==> config.mk <==
export PLATFORM = sky130hd
export DESIGN_NAME = single_float_adder_core
export DESIGN_NICKNAME = d
export VERILOG_FILES = /design/src/design/fadd_pkg.sv /design/src/design/fadd_unpack.sv /design/src/design/fadd_align.sv /design/src/design/fadd_lead.sv /design/src/design/fadd_norm.sv /design/src/design/fadd_round.sv /design/src/design/single_float_adder_core.sv
export SDC_FILE = /design/constraint.sdc
export NUM_CORES = 1
export LEC_CHECK = 0
export BUFFER_PORTS_ARGS = -buffer_cell sky130_fd_sc_hd__buf_2
export CORE_ASPECT_RATIO = 1.1
export CORE_MARGIN = 3
export CORE_UTILIZATION = 25
export CTS_BUF_LIST = sky130_fd_sc_hd__clkbuf_16
export CTS_CLUSTER_DIAMETER = 60
export DETAILED_ROUTE_END_ITERATION = 10
export PLACE_DENSITY = 0.49
export SYNTH_ARGS = -nofsm -noshare
export SYNTH_HDL_FRONTEND = slang
export SYNTH_SLANG_ARGS = --single-unit
==> constraint.sdc <==
create_clock -name clock -period 20.5 [get_ports clock]
set_clock_uncertainty 0.15 [all_clocks]
set_input_delay 2.05 -clock clock [delete_from_list [all_inputs] [get_ports clock]]
set_output_delay 2.05 -clock clock [all_outputs]
set_load 0.02 [all_outputs]
==> src/design/fadd_pkg.sv <==
package fadd_pkg;

   localparam logic [31:0] SIGN_MASK = 32'h8000_0000;
   localparam logic [31:0] POS_INF   = 32'h7f80_0000;
   localparam logic [31:0] NEG_INF   = 32'hff80_0000;
   localparam logic [31:0] OPP_INF   = 32'hffc0_0000;
   localparam logic [7:0]  EXP_ONES  = 8'hff;
   localparam logic [7:0]  MAX_GAP   = 8'd24;

   typedef struct packed {
      logic        special;
      logic [31:0] special_bits;
      logic        sign_a;
      logic        sign_b;
      logic [23:0] ma;
      logic [23:0] mb;
      logic [7:0]  eb;
      logic [4:0]  gap;
   } unpack_type;

   typedef struct packed {
      logic        special;
      logic [31:0] special_bits;
      logic [50:0] sum;
      logic [7:0]  eb;
   } align_type;

   typedef struct packed {
      logic        special;
      logic [31:0] special_bits;
      logic        neg;
      logic [48:0] mag;
      logic [5:0]  lead;
      logic [7:0]  eb;
   } lead_type;

   typedef struct packed {
      logic              special;
      logic [31:0]       special_bits;
      logic              neg;
      logic [23:0]       norm;
      logic signed [9:0] exp;
      logic              guard;
      logic              sticky;
   } norm_type;

endpackage

==> src/design/fadd_unpack.sv <==
module fadd_unpack (
   input  logic                 clock,
   input  logic                 reset,
   input  logic                 in_valid,
   output logic                 in_ready,
   input  logic [31:0]          operand_a,
   input  logic [31:0]          operand_b,
   output logic                 out_valid,
   input  logic                 out_ready,
   output fadd_pkg::unpack_type out_data
);
   import fadd_pkg::*;

   logic       valid_ff;
   unpack_type data_ff;
   unpack_type data_in;
   logic       nan_a;
   logic       nan_b;
   logic       zero_a;
   logic       zero_b;
   logic       swap;
   logic [31:0] big;
   logic [31:0] lit;
   logic [7:0] ea_eff;
   logic [7:0] eb_eff;
   logic [7:0] gap8;

   assign in_ready  = !valid_ff || out_ready;
   assign out_valid = valid_ff;
   assign out_data  = data_ff;

   always_comb begin
      nan_a  = (operand_a[30:23] == EXP_ONES) && (operand_a[22:0] != 23'd0);
      nan_b  = (operand_b[30:23] == EXP_ONES) && (operand_b[22:0] != 23'd0);
      zero_a = (operand_a == 32'd0) || (operand_a == SIGN_MASK);
      zero_b = (operand_b == 32'd0) || (operand_b == SIGN_MASK);
      swap   = operand_b[30:23] > operand_a[30:23];
      big    = swap ? operand_b : operand_a;
      lit    = swap ? operand_a : operand_b;
      ea_eff = (big[30:23] == 8'd0) ? 8'd1 : big[30:23];
      eb_eff = (lit[30:23] == 8'd0) ? 8'd1 : lit[30:23];
      gap8   = ea_eff - eb_eff;

      data_in.sign_a = big[31];
      data_in.sign_b = lit[31];
      data_in.ma     = {big[30:23] != 8'd0, big[22:0]};
      data_in.mb     = {lit[30:23] != 8'd0, lit[22:0]};
      data_in.eb     = eb_eff;
      data_in.gap    = gap8[4:0];
      data_in.special      = 1'b1;
      data_in.special_bits = 32'd0;
      priority if (nan_a) begin
         data_in.special_bits = operand_a;
      end else if (nan_b) begin
         data_in.special_bits = operand_b;
      end else if (operand_a == 32'd0 && operand_b == SIGN_MASK) begin
         data_in.special_bits = 32'd0;
      end else if (zero_a) begin
         data_in.special_bits = operand_b;
      end else if (zero_b) begin
         data_in.special_bits = operand_a;
      end else if ((operand_a == POS_INF && operand_b == NEG_INF) ||
                   (operand_a == NEG_INF && operand_b == POS_INF)) begin
         data_in.special_bits = OPP_INF;
      end else if (gap8 > MAX_GAP) begin
         data_in.special_bits = big;
      end else begin
         data_in.special = 1'b0;
      end
   end

   always_ff @(posedge clock) begin
      if (reset) begin
         valid_ff <= 1'b0;
      end else if (in_ready) begin
         valid_ff <= in_valid;
      end
   end

   always_ff @(posedge clock) begin
      if (in_ready && in_valid) begin
         data_ff <= data_in;
      end
   end

endmodule

==> src/design/fadd_align.sv <==
module fadd_align (
   input  logic                 clock,
   input  logic                 reset,
   input  logic                 in_valid,
   output logic                 in_ready,
   input  fadd_pkg::unpack_type in_data,
   output logic                 out_valid,
   input  logic                 out_ready,
   output fadd_pkg::align_type  out_data
);
   import fadd_pkg::*;

   logic        valid_ff;
   align_type   data_ff;
   align_type   data_in;
   logic [50:0] ma_sh;
   logic [50:0] va;
   logic [50:0] vb;

   assign in_ready  = !valid_ff || out_ready;
   assign out_valid = valid_ff;
   assign out_data  = data_ff;

   always_comb begin
      ma_sh = {27'd0, in_data.ma} << in_data.gap;
      va    = in_data.sign_a ? (51'd0 - ma_sh) : ma_sh;
      vb    = in_data.sign_b ? (51'd0 - {27'd0, in_data.mb}) : {27'd0, in_data.mb};
      data_in.special      = in_data.special;
      data_in.special_bits = in_data.special_bits;
      data_in.sum          = va + vb;
      data_in.eb           = in_data.eb;
   end

   always_ff @(posedge clock) begin
      if (reset) begin
         valid_ff <= 1'b0;
      end else if (in_ready) begin
         valid_ff <= in_valid;
      end
   end

   always_ff @(posedge clock) begin
      if (in_ready && in_valid) begin
         data_ff <= data_in;
      end
   end

endmodule

==> src/design/fadd_lead.sv <==
module fadd_lead (
   input  logic                clock,
   input  logic                reset,
   input  logic                in_valid,
   output logic                in_ready,
   input  fadd_pkg::align_type in_data,
   output logic                out_valid,
   input  logic                out_ready,
   output fadd_pkg::lead_type  out_data
);
   import fadd_pkg::*;

   logic        valid_ff;
   lead_type    data_ff;
   lead_type    data_in;
   logic        zero;
   logic [50:0] absv;

   assign in_ready  = !valid_ff || out_ready;
   assign out_valid = valid_ff;
   assign out_data  = data_ff;

   always_comb begin
      zero = in_data.sum == 51'd0;
      absv = in_data.sum[50] ? (51'd0 - in_data.sum) : in_data.sum;
      data_in.special      = in_data.special || zero;
      data_in.special_bits = in_data.special ? in_data.special_bits : 32'd0;
      data_in.neg          = in_data.sum[50];
      data_in.mag          = absv[48:0];
      data_in.eb           = in_data.eb;
      data_in.lead         = 6'd0;
      for (int i = 0; i < 49; i++) begin
         if (absv[i]) begin
            data_in.lead = 6'(i);
         end
      end
   end

   always_ff @(posedge clock) begin
      if (reset) begin
         valid_ff <= 1'b0;
      end else if (in_ready) begin
         valid_ff <= in_valid;
      end
   end

   always_ff @(posedge clock) begin
      if (in_ready && in_valid) begin
         data_ff <= data_in;
      end
   end

`ifndef ASSERT_OFF
   a_lead_is_one: assert property (@(posedge clock) disable iff (reset)
      (valid_ff && !data_ff.special) |-> data_ff.mag[data_ff.lead])
      else $error("leading-one position does not hold a one");
`endif

endmodule

==> src/design/fadd_norm.sv <==
module fadd_norm (
   input  logic               clock,
   input  logic               reset,
   input  logic               in_valid,
   output logic               in_ready,
   input  fadd_pkg::lead_type in_data,
   output logic               out_valid,
   input  logic               out_ready,
   output fadd_pkg::norm_type out_data
);
   import fadd_pkg::*;

   logic        valid_ff;
   norm_type    data_ff;
   norm_type    data_in;
   logic [5:0]  shamt;
   logic [48:0] x;

   assign in_ready  = !valid_ff || out_ready;
   assign out_valid = valid_ff;
   assign out_data  = data_ff;

   always_comb begin
      shamt = 6'd48 - in_data.lead;
      x     = in_data.mag << shamt;
      data_in.special      = in_data.special;
      data_in.special_bits = in_data.special_bits;
      data_in.neg          = in_data.neg;
      data_in.norm         = x[48:25];
      data_in.guard        = x[24];
      data_in.sticky       = |x[23:0];
      data_in.exp = $signed({2'b00, in_data.eb} + {4'b0000, in_data.lead} - 10'd23);
   end

   always_ff @(posedge clock) begin
      if (reset) begin
         valid_ff <= 1'b0;
      end else if (in_ready) begin
         valid_ff <= in_valid;
      end
   end

   always_ff @(posedge clock) begin
      if (in_ready && in_valid) begin
         data_ff <= data_in;
      end
   end

endmodule

==> src/design/fadd_round.sv <==
module fadd_round (
   input  logic               clock,
   input  logic               reset,
   input  logic               in_valid,
   output logic               in_ready,
   input  fadd_pkg::norm_type in_data,
   output logic               out_valid,
   input  logic               out_ready,
   output logic [31:0]        out_bits
);
   import fadd_pkg::*;

   logic        valid_ff;
   logic [31:0] bits_ff;
   logic [31:0] bits_in;
   logic [9:0]  sub_amt;
   logic [23:0] sub_norm;
   logic        up;
   logic [24:0] rounded;
   logic [7:0]  exp8;

   assign in_ready  = !valid_ff || out_ready;
   assign out_valid = valid_ff;
   assign out_bits  = bits_ff;

   always_comb begin
      sub_amt  = 10'd1 - in_data.exp;
      sub_norm = in_data.norm >> sub_amt[4:0];
      up       = in_data.guard && (in_data.sticky || in_data.norm[0]);
      rounded  = {1'b0, in_data.norm} + {24'd0, up};
      exp8     = in_data.exp[7:0];
      priority if (in_data.special) begin
         bits_in = in_data.special_bits;
      end else if (in_data.exp <= 10'sd0) begin
         bits_in = {in_data.neg, 8'd0, sub_norm[22:0]};
      end else if (in_data.exp >= 10'sd255) begin
         bits_in = {in_data.neg, EXP_ONES, 23'd0};
      end else if (rounded[24]) begin
         bits_in = {in_data.neg, exp8 + 8'd1, rounded[23:1]};
      end else begin
         bits_in = {in_data.neg, exp8, rounded[22:0]};
      end
   end

   always_ff @(posedge clock) begin
      if (reset) begin
         valid_ff <= 1'b0;
      end else if (in_ready) begin
         valid_ff <= in_valid;
      end
   end

   always_ff @(posedge clock) begin
      if (in_ready && in_valid) begin
         bits_ff <= bits_in;
      end
   end

`ifndef ASSERT_OFF
   a_hold_on_stall: assert property (@(posedge clock) disable iff (reset)
      (valid_ff && !out_ready) |=> (valid_ff && $stable(bits_ff)))
      else $error("stalled result changed or was dropped");
   a_ready_rule: assert property (@(posedge clock) disable iff (reset)
      (!valid_ff) |-> in_ready)
      else $error("empty output stage refused a beat");
`endif

endmodule

==> src/design/single_float_adder_core.sv <==
// Single-precision floating-point adder.
// The request channel (req_valid, req_ready) carries one beat with two
// single-precision bit patterns, req_operand_a and req_operand_b.
// The response channel (rsp_valid, rsp_ready) returns one beat per request
// with their sum in rsp_sum_bits, rounded to nearest even; subnormal results are truncated.
// The datapath is a five-stage pipeline: unpack and special cases, alignment
// and signed add, absolute value and leading-one search, normalizing shift,
// and rounding with final packing.
// Throughput is one beat per cycle when the receiver is ready.
// Each stage has its own valid bit and accepts a new beat whenever it is
// empty or its contents move on, so a stalled receiver holds the response
// and fills the pipeline behind it without losing or repeating a beat.
// Synchronous reset empties all stages; no other state is kept.
module single_float_adder_core (
   input  logic        clock,
   input  logic        reset,
   input  logic        req_valid,
   output logic        req_ready,
   input  logic [31:0] req_operand_a,
   input  logic [31:0] req_operand_b,
   output logic        rsp_valid,
   input  logic        rsp_ready,
   output logic [31:0] rsp_sum_bits
);
   import fadd_pkg::*;

   logic       s1_valid;
   logic       s1_ready;
   unpack_type s1_data;
   logic       s2_valid;
   logic       s2_ready;
   align_type  s2_data;
   logic       s3_valid;
   logic       s3_ready;
   lead_type   s3_data;
   logic       s4_valid;
   logic       s4_ready;
   norm_type   s4_data;

   fadd_unpack u_unpack (
      .clock     (clock),
      .reset     (reset),
      .in_valid  (req_valid),
      .in_ready  (req_ready),
      .operand_a (req_operand_a),
      .operand_b (req_operand_b),
      .out_valid (s1_valid),
      .out_ready (s1_ready),
      .out_data  (s1_data)
   );

   fadd_align u_align (
      .clock     (clock),
      .reset     (reset),
      .in_valid  (s1_valid),
      .in_ready  (s1_ready),
      .in_data   (s1_data),
      .out_valid (s2_valid),
      .out_ready (s2_ready),
      .out_data  (s2_data)
   );

   fadd_lead u_lead (
      .clock     (clock),
      .reset     (reset),
      .in_valid  (s2_valid),
      .in_ready  (s2_ready),
      .in_data   (s2_data),
      .out_valid (s3_valid),
      .out_ready (s3_ready),
      .out_data  (s3_data)
   );

   fadd_norm u_norm (
      .clock     (clock),
      .reset     (reset),
      .in_valid  (s3_valid),
      .in_ready  (s3_ready),
      .in_data   (s3_data),
      .out_valid (s4_valid),
      .out_ready (s4_ready),
      .out_data  (s4_data)
   );

   fadd_round u_round (
      .clock     (clock),
      .reset     (reset),
      .in_valid  (s4_valid),
      .in_ready  (s4_ready),
      .in_data   (s4_data),
      .out_valid (rsp_valid),
      .out_ready (rsp_ready),
      .out_bits  (rsp_sum_bits)
   );

endmodule
; ---- After elaboration in Yosys (flattened, before gate mapping)
; Cells that the tools add are included.
[classes]
n_mux = 66
n_eq_ne = 8
n_reduce_logical = 38
magnitude_cmp = 4
n_bitwise = 0
n_shift = 3
n_mul = 0
n_div = 0
add_sub_neg = 11
[ops]
columns = cell, n
row1 = 32-bit 2-to-1 mux, 10
row2 = 5-bit 2-to-1 mux, 32
row3 = "32-bit == test, second input constant", 4
row4 = 51-bit 2-to-1 mux, 2
row5 = 31-bit 2-to-1 mux, 3
row6 = "32-bit by 31-bit == test with 1-bit output, second input constant", 2
row7 = 32-bit zero test, 2
row8 = 51-bit adder, 1
row9 = 51-bit zero test, 1
row10 = 24-bit by 5-bit << shifter with 51-bit output, 1
row11 = "1-bit by 51-bit subtractor with 51-bit output, first input constant", 1
row12 = 49-bit 2-to-1 mux, 1
row13 = 49-bit by 6-bit << shifter with 49-bit output, 1
row14 = "1-bit by 49-bit subtractor with 49-bit output, first input constant", 1
row15 = 23-bit nonzero test, 2
row16 = 4-bit 2-to-1 mux, 8
row17 = 24-bit by 1-bit adder with 25-bit output, 1
row18 = "1-bit by 24-bit subtractor with 25-bit output, first input constant", 1
row19 = 24-bit OR reduction, 1
row20 = 24-bit by 5-bit right shift with 23-bit output, 1
row21 = 17-bit OR reduction, 1
row22 = "8-bit == test, second input constant", 2
row23 = 8-bit zero test, 2
row24 = 8-bit 2-to-1 mux, 2
row25 = other kinds (18), 47
[totals]
inputBits = 68
reg_bits = 392
latchBits = 0
romBits = 0
ramBits = 0
memories = 0
elab_cells = 162

; ---- Longest topological paths before layout
[depth]
depth_word = 49
depth_mapped = 28

; ---- By module
; From an unflattened synthesis, not the netlist that was laid out.
[hier_totals]
cells_unflattened = 3018
hier_area_um2 = 30167.7
[modules_own_cells]
columns = module, seq_area_each_um2, instances, area_per_inst_um2, cells_each
row1 = fadd_align, 2782.7, 1, 9666.8, 1078
row2 = fadd_lead, 2932.8, 1, 5669.2, 521
row3 = fadd_unpack, 2902.8, 1, 5575.3, 499
row4 = fadd_norm, 2122.0, 1, 5370.2, 496
row5 = fadd_round, 980.9, 1, 3886.2, 424

; ---- Least setup slack after synthesis
; Ideal clock, no wire load.
[synth_path]
path_type = input-to-reg
startpoint = input rsp_ready
endpoint = register u_lead.data_ff (netlist bit u_lead.out_data[0]), enable pin
n_path_buf = 1
arrival_time_ps = 9436
path_stages = 4
path_slack_ps = 10213
cell_sequence = nor2b_1 and2_1 clkbuf_1 a21boi_0
[synth_via]
elab_chain_len = 4
[synth_rtl]
columns = element, line
row1 = "start, declared", single_float_adder_core.sv:22  ; input logic rsp_ready,
row2 = 1-bit logical OR, fadd_round.sv:22  ; assign in_ready = !valid_ff || out_ready;
row3 = 1-bit logical OR, fadd_norm.sv:19  ; assign in_ready = !valid_ff || out_ready;
row4 = 1-bit logical OR, fadd_lead.sv:19  ; assign in_ready = !valid_ff || out_ready;
row5 = 1-bit logical AND, fadd_lead.sv:48  ; if (in_ready && in_valid) begin
row6 = "end signal, assigned", fadd_lead.sv:49  ; data_ff <= data_in;
row7 = "end, declared", fadd_lead.sv:14  ; lead_type data_ff;
; Every way passes these cells.
; A chain may end at the register's enable or synchronous reset.

==> metrics.md <==
| Metric | Value |
|---|---|
| Worst Path Required | 20.71 ns |
| CTS root buffer | clkbuf_16 |
| Worst r2r src | u_unpack.out_data[0]$_DFFE_PP_ |
| FF+latch area | approximately 12000 um^2 |
| DIE WIDTH | 329 um |
| Finish-stage setup viols | 0 |
| Total chip power | between 3 and 4 mW |
| Vias in the first global route | around 22000 |
| Unrepaired setup endpoints after global routing | false |
| # IOs | about 100 |
| Crit Path Class | in2reg |
| Fraction of layout cells with a size suffix above 1 | about 14% |
| Worst skew pair latency | ~0.62 ns |
| Sequential area share after synthesis | 40.8% |
| EDFF count, synth | roughly 390 |
| CTS Hold Bufs | 0 |
| Pre-CTS WS | around 12 ns |
| CP most frequent cell | o21ai_0 |
| Delay-heaviest family, CP | compound AO/OA/AOI/OAI gates |
| DR iter-0 viols | ~1800 |
| CP endpoint | u_unpack.out_data[67]$_DFFE_PP_ |
| Status | finished clean |
| Crit path arrival time | between 8 and 9 ns |
| Worst slew pin tran | a little under 1 ns |
| Critical R2R Capture | u_align.out_data[58]$_DFFE_PP_ |
| R2r setup slk | between 10 and 15 ns |
| Area Overhead vs Synth | 13.5% |
| Worst-case clock buffer depth | 3 |
| Top FF cell, synth | edfxtp_1 |
| Final period utilization | approximately two fifths |
| Clock-pin slew on the worst setup and hold paths | approximately 0.06 ns |
| Mapped Area | between 20000 and 30000 um^2 |
| Final WS setup | between 10 and 15 ns |
| Post-DR vias/cell | 5.05 |
| Worst hold slack | approximately 0.26 ns |
| Hold Vio Cnt, Final | 0 |
| Critical path depth | 25 |
| Ys Warns | 0 |
| Routed len/inst | 19.0 um |
| Syn avg cell area | between 9 and 10 um^2 |
| Global placement routability congestion | a little over 0.9 |
| Drt first pass iters | 6 |
| Gate Count Post-Synth | 2898 |
| Post-CTS Setup Inserts | 0 |
| Total track usage | approximately 14% |
| CP startpoint kind | input pin |
| Peak supply drop | 0.0720 mV |
| Routed Antenna Nets | 0 |
| Total grt overflow | 0 |
| Core ar. | ~110000 um^2 |
| Drt drc | 0 |
| Row cnt | around 130 |
| Fin util | 28.8% |
| Pwr dens | roughly 120 nW/um^2 |
| Slowest Stage Delay on Critical Path | roughly 0.68 ns |
| Port bufs | between 100 and 150 |
| Routed WL | 85100 um |
| Fillcell total | around 12000 |
| CTS tree | built |
| Hold Crit Class | reg2reg |
| H-tree Lvls | 2 |
| Fin nets | slightly above 3000 |
| Largest net degree at the start of global routing | 72 |
| DP Wirelength | approximately 65000 um |
| Fraction of registers with async set/reset | 0% |
| Synthesized Nets | roughly 3000 |
| Max Cap Viol | 0 |
| CP Launch Point | req_operand_a[24] |
| Initial antenna violation count | 2 |
| Initial Util | between 20% and 30% |
| N_diodes | 0 |
| Multi-input gate area | around 16000 um^2 |
| Buf/Inv on CP | 3 |
| #FFs+latches synth | ~390 |
| Global-route wire length before repair | ~130000 um |
| Standby leakage power | 11.5 nW |
| Slew HR | 35.4% |
| Slew Limit Fails | 0 |
| Fin crit period | about 8.0 ns |
| Setup TNS | 0 ns |
| Via count | 22597 |
| Worst r2r path cells | 23 |
| TritonCTS sink count | a little under 400 |
| Max Freq | around 120 MHz |
| Die area | 119000 um^2 |
| Critical-path maximum fanout | 69 |
| Post-CTS sizing | 0 |
| Total CTS buffers | 51 |
| Slowest cell on the critical path | buf_4 |
| Yosys cell types | 87 |
| Setup crit end kind | flip-flop |
| DIE HEIGHT | 361 um |
==> per-stage QoR <==
| step | std cells | area [um^2] |
|---|---|---|
| 2_1_floorplan | 2898 | 28700 |
| 3_3_place_gp | 4381 | 30800 |
| 3_5_place_dp | 4381 | 30800 |
| 4_1_cts | 4476 | 32600 |
| 5_1_grt | 4476 | 32600 |
| 6_report | 4476 | 32600 |
==> state kept, by name (all words and copies together), names as in the netlist <==
name	cells
u_norm.out_data	70
u_unpack.out_data	96
u_lead.out_valid	1
u_round.out_bits	32
u_round.out_valid	1
u_align.out_data	92
u_lead.out_data	97
u_norm.out_valid	1
u_unpack.out_valid	1
u_align.out_valid	1
==> worst reg2reg max path, stage by stage, from the launching register on <==
cell,delay [ns]
edfxtp_1,0.45
buf_4,0.77
inv_1,0.53
nand4_1,0.26
ha_1,0.29
a21boi_0,0.22
a41o_1,0.29
or3b_2,0.53
or2_2,0.34
nand2b_1,0.18
or2_2,0.32
nand2_1,0.09
xor2_1,0.18
ha_1,0.25
o21ai_0,0.12
nor2b_1,0.16
o21bai_1,0.17
or3_1,0.37
a22oi_1,0.17
nand2_1,0.11
or3_1,0.42
a31oi_1,0.21
o22ai_1,0.10
xnor3_1,0.38
==> Yosys cell counts (all sizes together), types with 8 or more instances <==
cell type / count / area (um^2)
edfxtp: 387 / 11600
nand2: 281 / 1050
nor2: 206 / 773
o21ai: 201 / 1010
a21oi: 196 / 981
xnor2: 128 / 1120
clkbuf: 122 / 458
inv: 99 / 372
mux2i: 96 / 961
ha: 82 / 1030
mux2: 81 / 916
mux4: 74 / 1670
xor2: 74 / 648
nand3: 64 / 320
nor3: 64 / 320
a211oi: 55 / 413
and2: 52 / 325
nor2b: 44 / 275
o31ai: 40 / 300
buf: 39 / 200
or3: 37 / 231
nand2b: 35 / 219
a21o: 31 / 233
nand4: 31 / 194
nor4: 27 / 169
o22ai: 25 / 156
a31oi: 22 / 138
and3: 22 / 138
a22o: 20 / 175
or2: 20 / 125
o21a: 19 / 143
o41ai: 19 / 185
o211ai: 18 / 135
o21bai: 15 / 113
or4: 15 / 116
o311ai: 12 / 105
a2111oi: 10 / 87.6
a21boi: 10 / 75.1
a22oi: 8 / 60.1
==> cells by family (layout without fill, tap and decap cells) <==
family | count (synthesis) | count (layout) | share of synthesized area [%]
buffers and inverters | 262 | 334 | 3.61
multiplexers | 251 | 251 | 12.3
flip-flops | 392 | 392 | 40.8
AND/OR/NAND/NOR | 928 | 928 | 15.7
AO/OA/AOI/OAI | 777 | 777 | 17.4
adder cells (fa/ha/maj) | 85 | 85 | 3.78
XOR/XNOR | 203 | 203 | 6.24
==> worst min-delay path by stage <==
stage / endpoint / cells after the start / start
global placement: u_norm.out_data[58]$_DFFE_PP_ / 0 / u_lead.out_data[85]$_SDFFCE_PN0P_
finish: u_align.out_data[88]$_DFFE_PP_ / 0 / u_unpack.out_data[92]$_DFFE_PP_
floorplan: u_align.out_data[0]$_DFFE_PP_ / 0 / u_unpack.out_data[5]$_DFFE_PP_
detailed placement: u_align.out_data[5]$_DFFE_PP_ / 0 / u_unpack.out_data[10]$_DFFE_PP_
global route: u_align.out_data[88]$_DFFE_PP_ / 0 / u_unpack.out_data[92]$_DFFE_PP_
CTS: u_align.out_data[88]$_DFFE_PP_ / 0 / u_unpack.out_data[92]$_DFFE_PP_
==> report_power, final <==
part / switching, mW / leakage (nW) / internal, mW / total (mW)
clock network: 0.371 / 0.865 / 0.519 / 0.890
registers: 0.120 / 3.68 / 1.08 / 1.20
logic: 1.10 / 6.98 / 0.719 / 1.82
==> area by class of cell <==
type	count	share of cell area, %
Clock buffer	51	3.92
Clock inverter	44	1.43
Inverter	101	1.16
Multi-Input combinational cell	2244	49.3
Sequential cell	392	36.0
Tap cell	1506	5.79
Timing Repair Buffer	138	2.41
==> routing by layer <==
metal	share of wire, %	GRT usage (%)
met5	0	0
met4	3.2	4.45
met3	3.2	1.23
met2	47	22.7
met1	47	19.3
==> cells in the final DEF, fill, tap and decap left out, drive strengths merged, types with 19 or more instances in the layout <==
master | synthesis | final
ha | 82 | 82
o22ai | 25 | 25
o21a | 19 | 19
or3 | 37 | 37
xor2 | 74 | 74
a211oi | 55 | 55
nand4 | 31 | 31
nor3 | 64 | 64
o31ai | 40 | 40
o41ai | 19 | 19
nor4 | 27 | 27
or2 | 20 | 20
edfxtp | 387 | 387
o21ai | 201 | 201
a21oi | 196 | 196
nor2 | 206 | 206
clkinv | 2 | 24
and3 | 22 | 22
clkbuf | 122 | 51
nand2 | 281 | 281
xnor2 | 128 | 128
mux4 | 74 | 74
a31oi | 22 | 22
nor2b | 44 | 44
a21o | 31 | 31
buf | 39 | 138
and2 | 52 | 52
nand3 | 64 | 64
inv | 99 | 115
nand2b | 35 | 35
mux2i | 96 | 96
mux2 | 81 | 81
a22o | 20 | 20
Note: power is estimated with default switching activity, not from simulation.
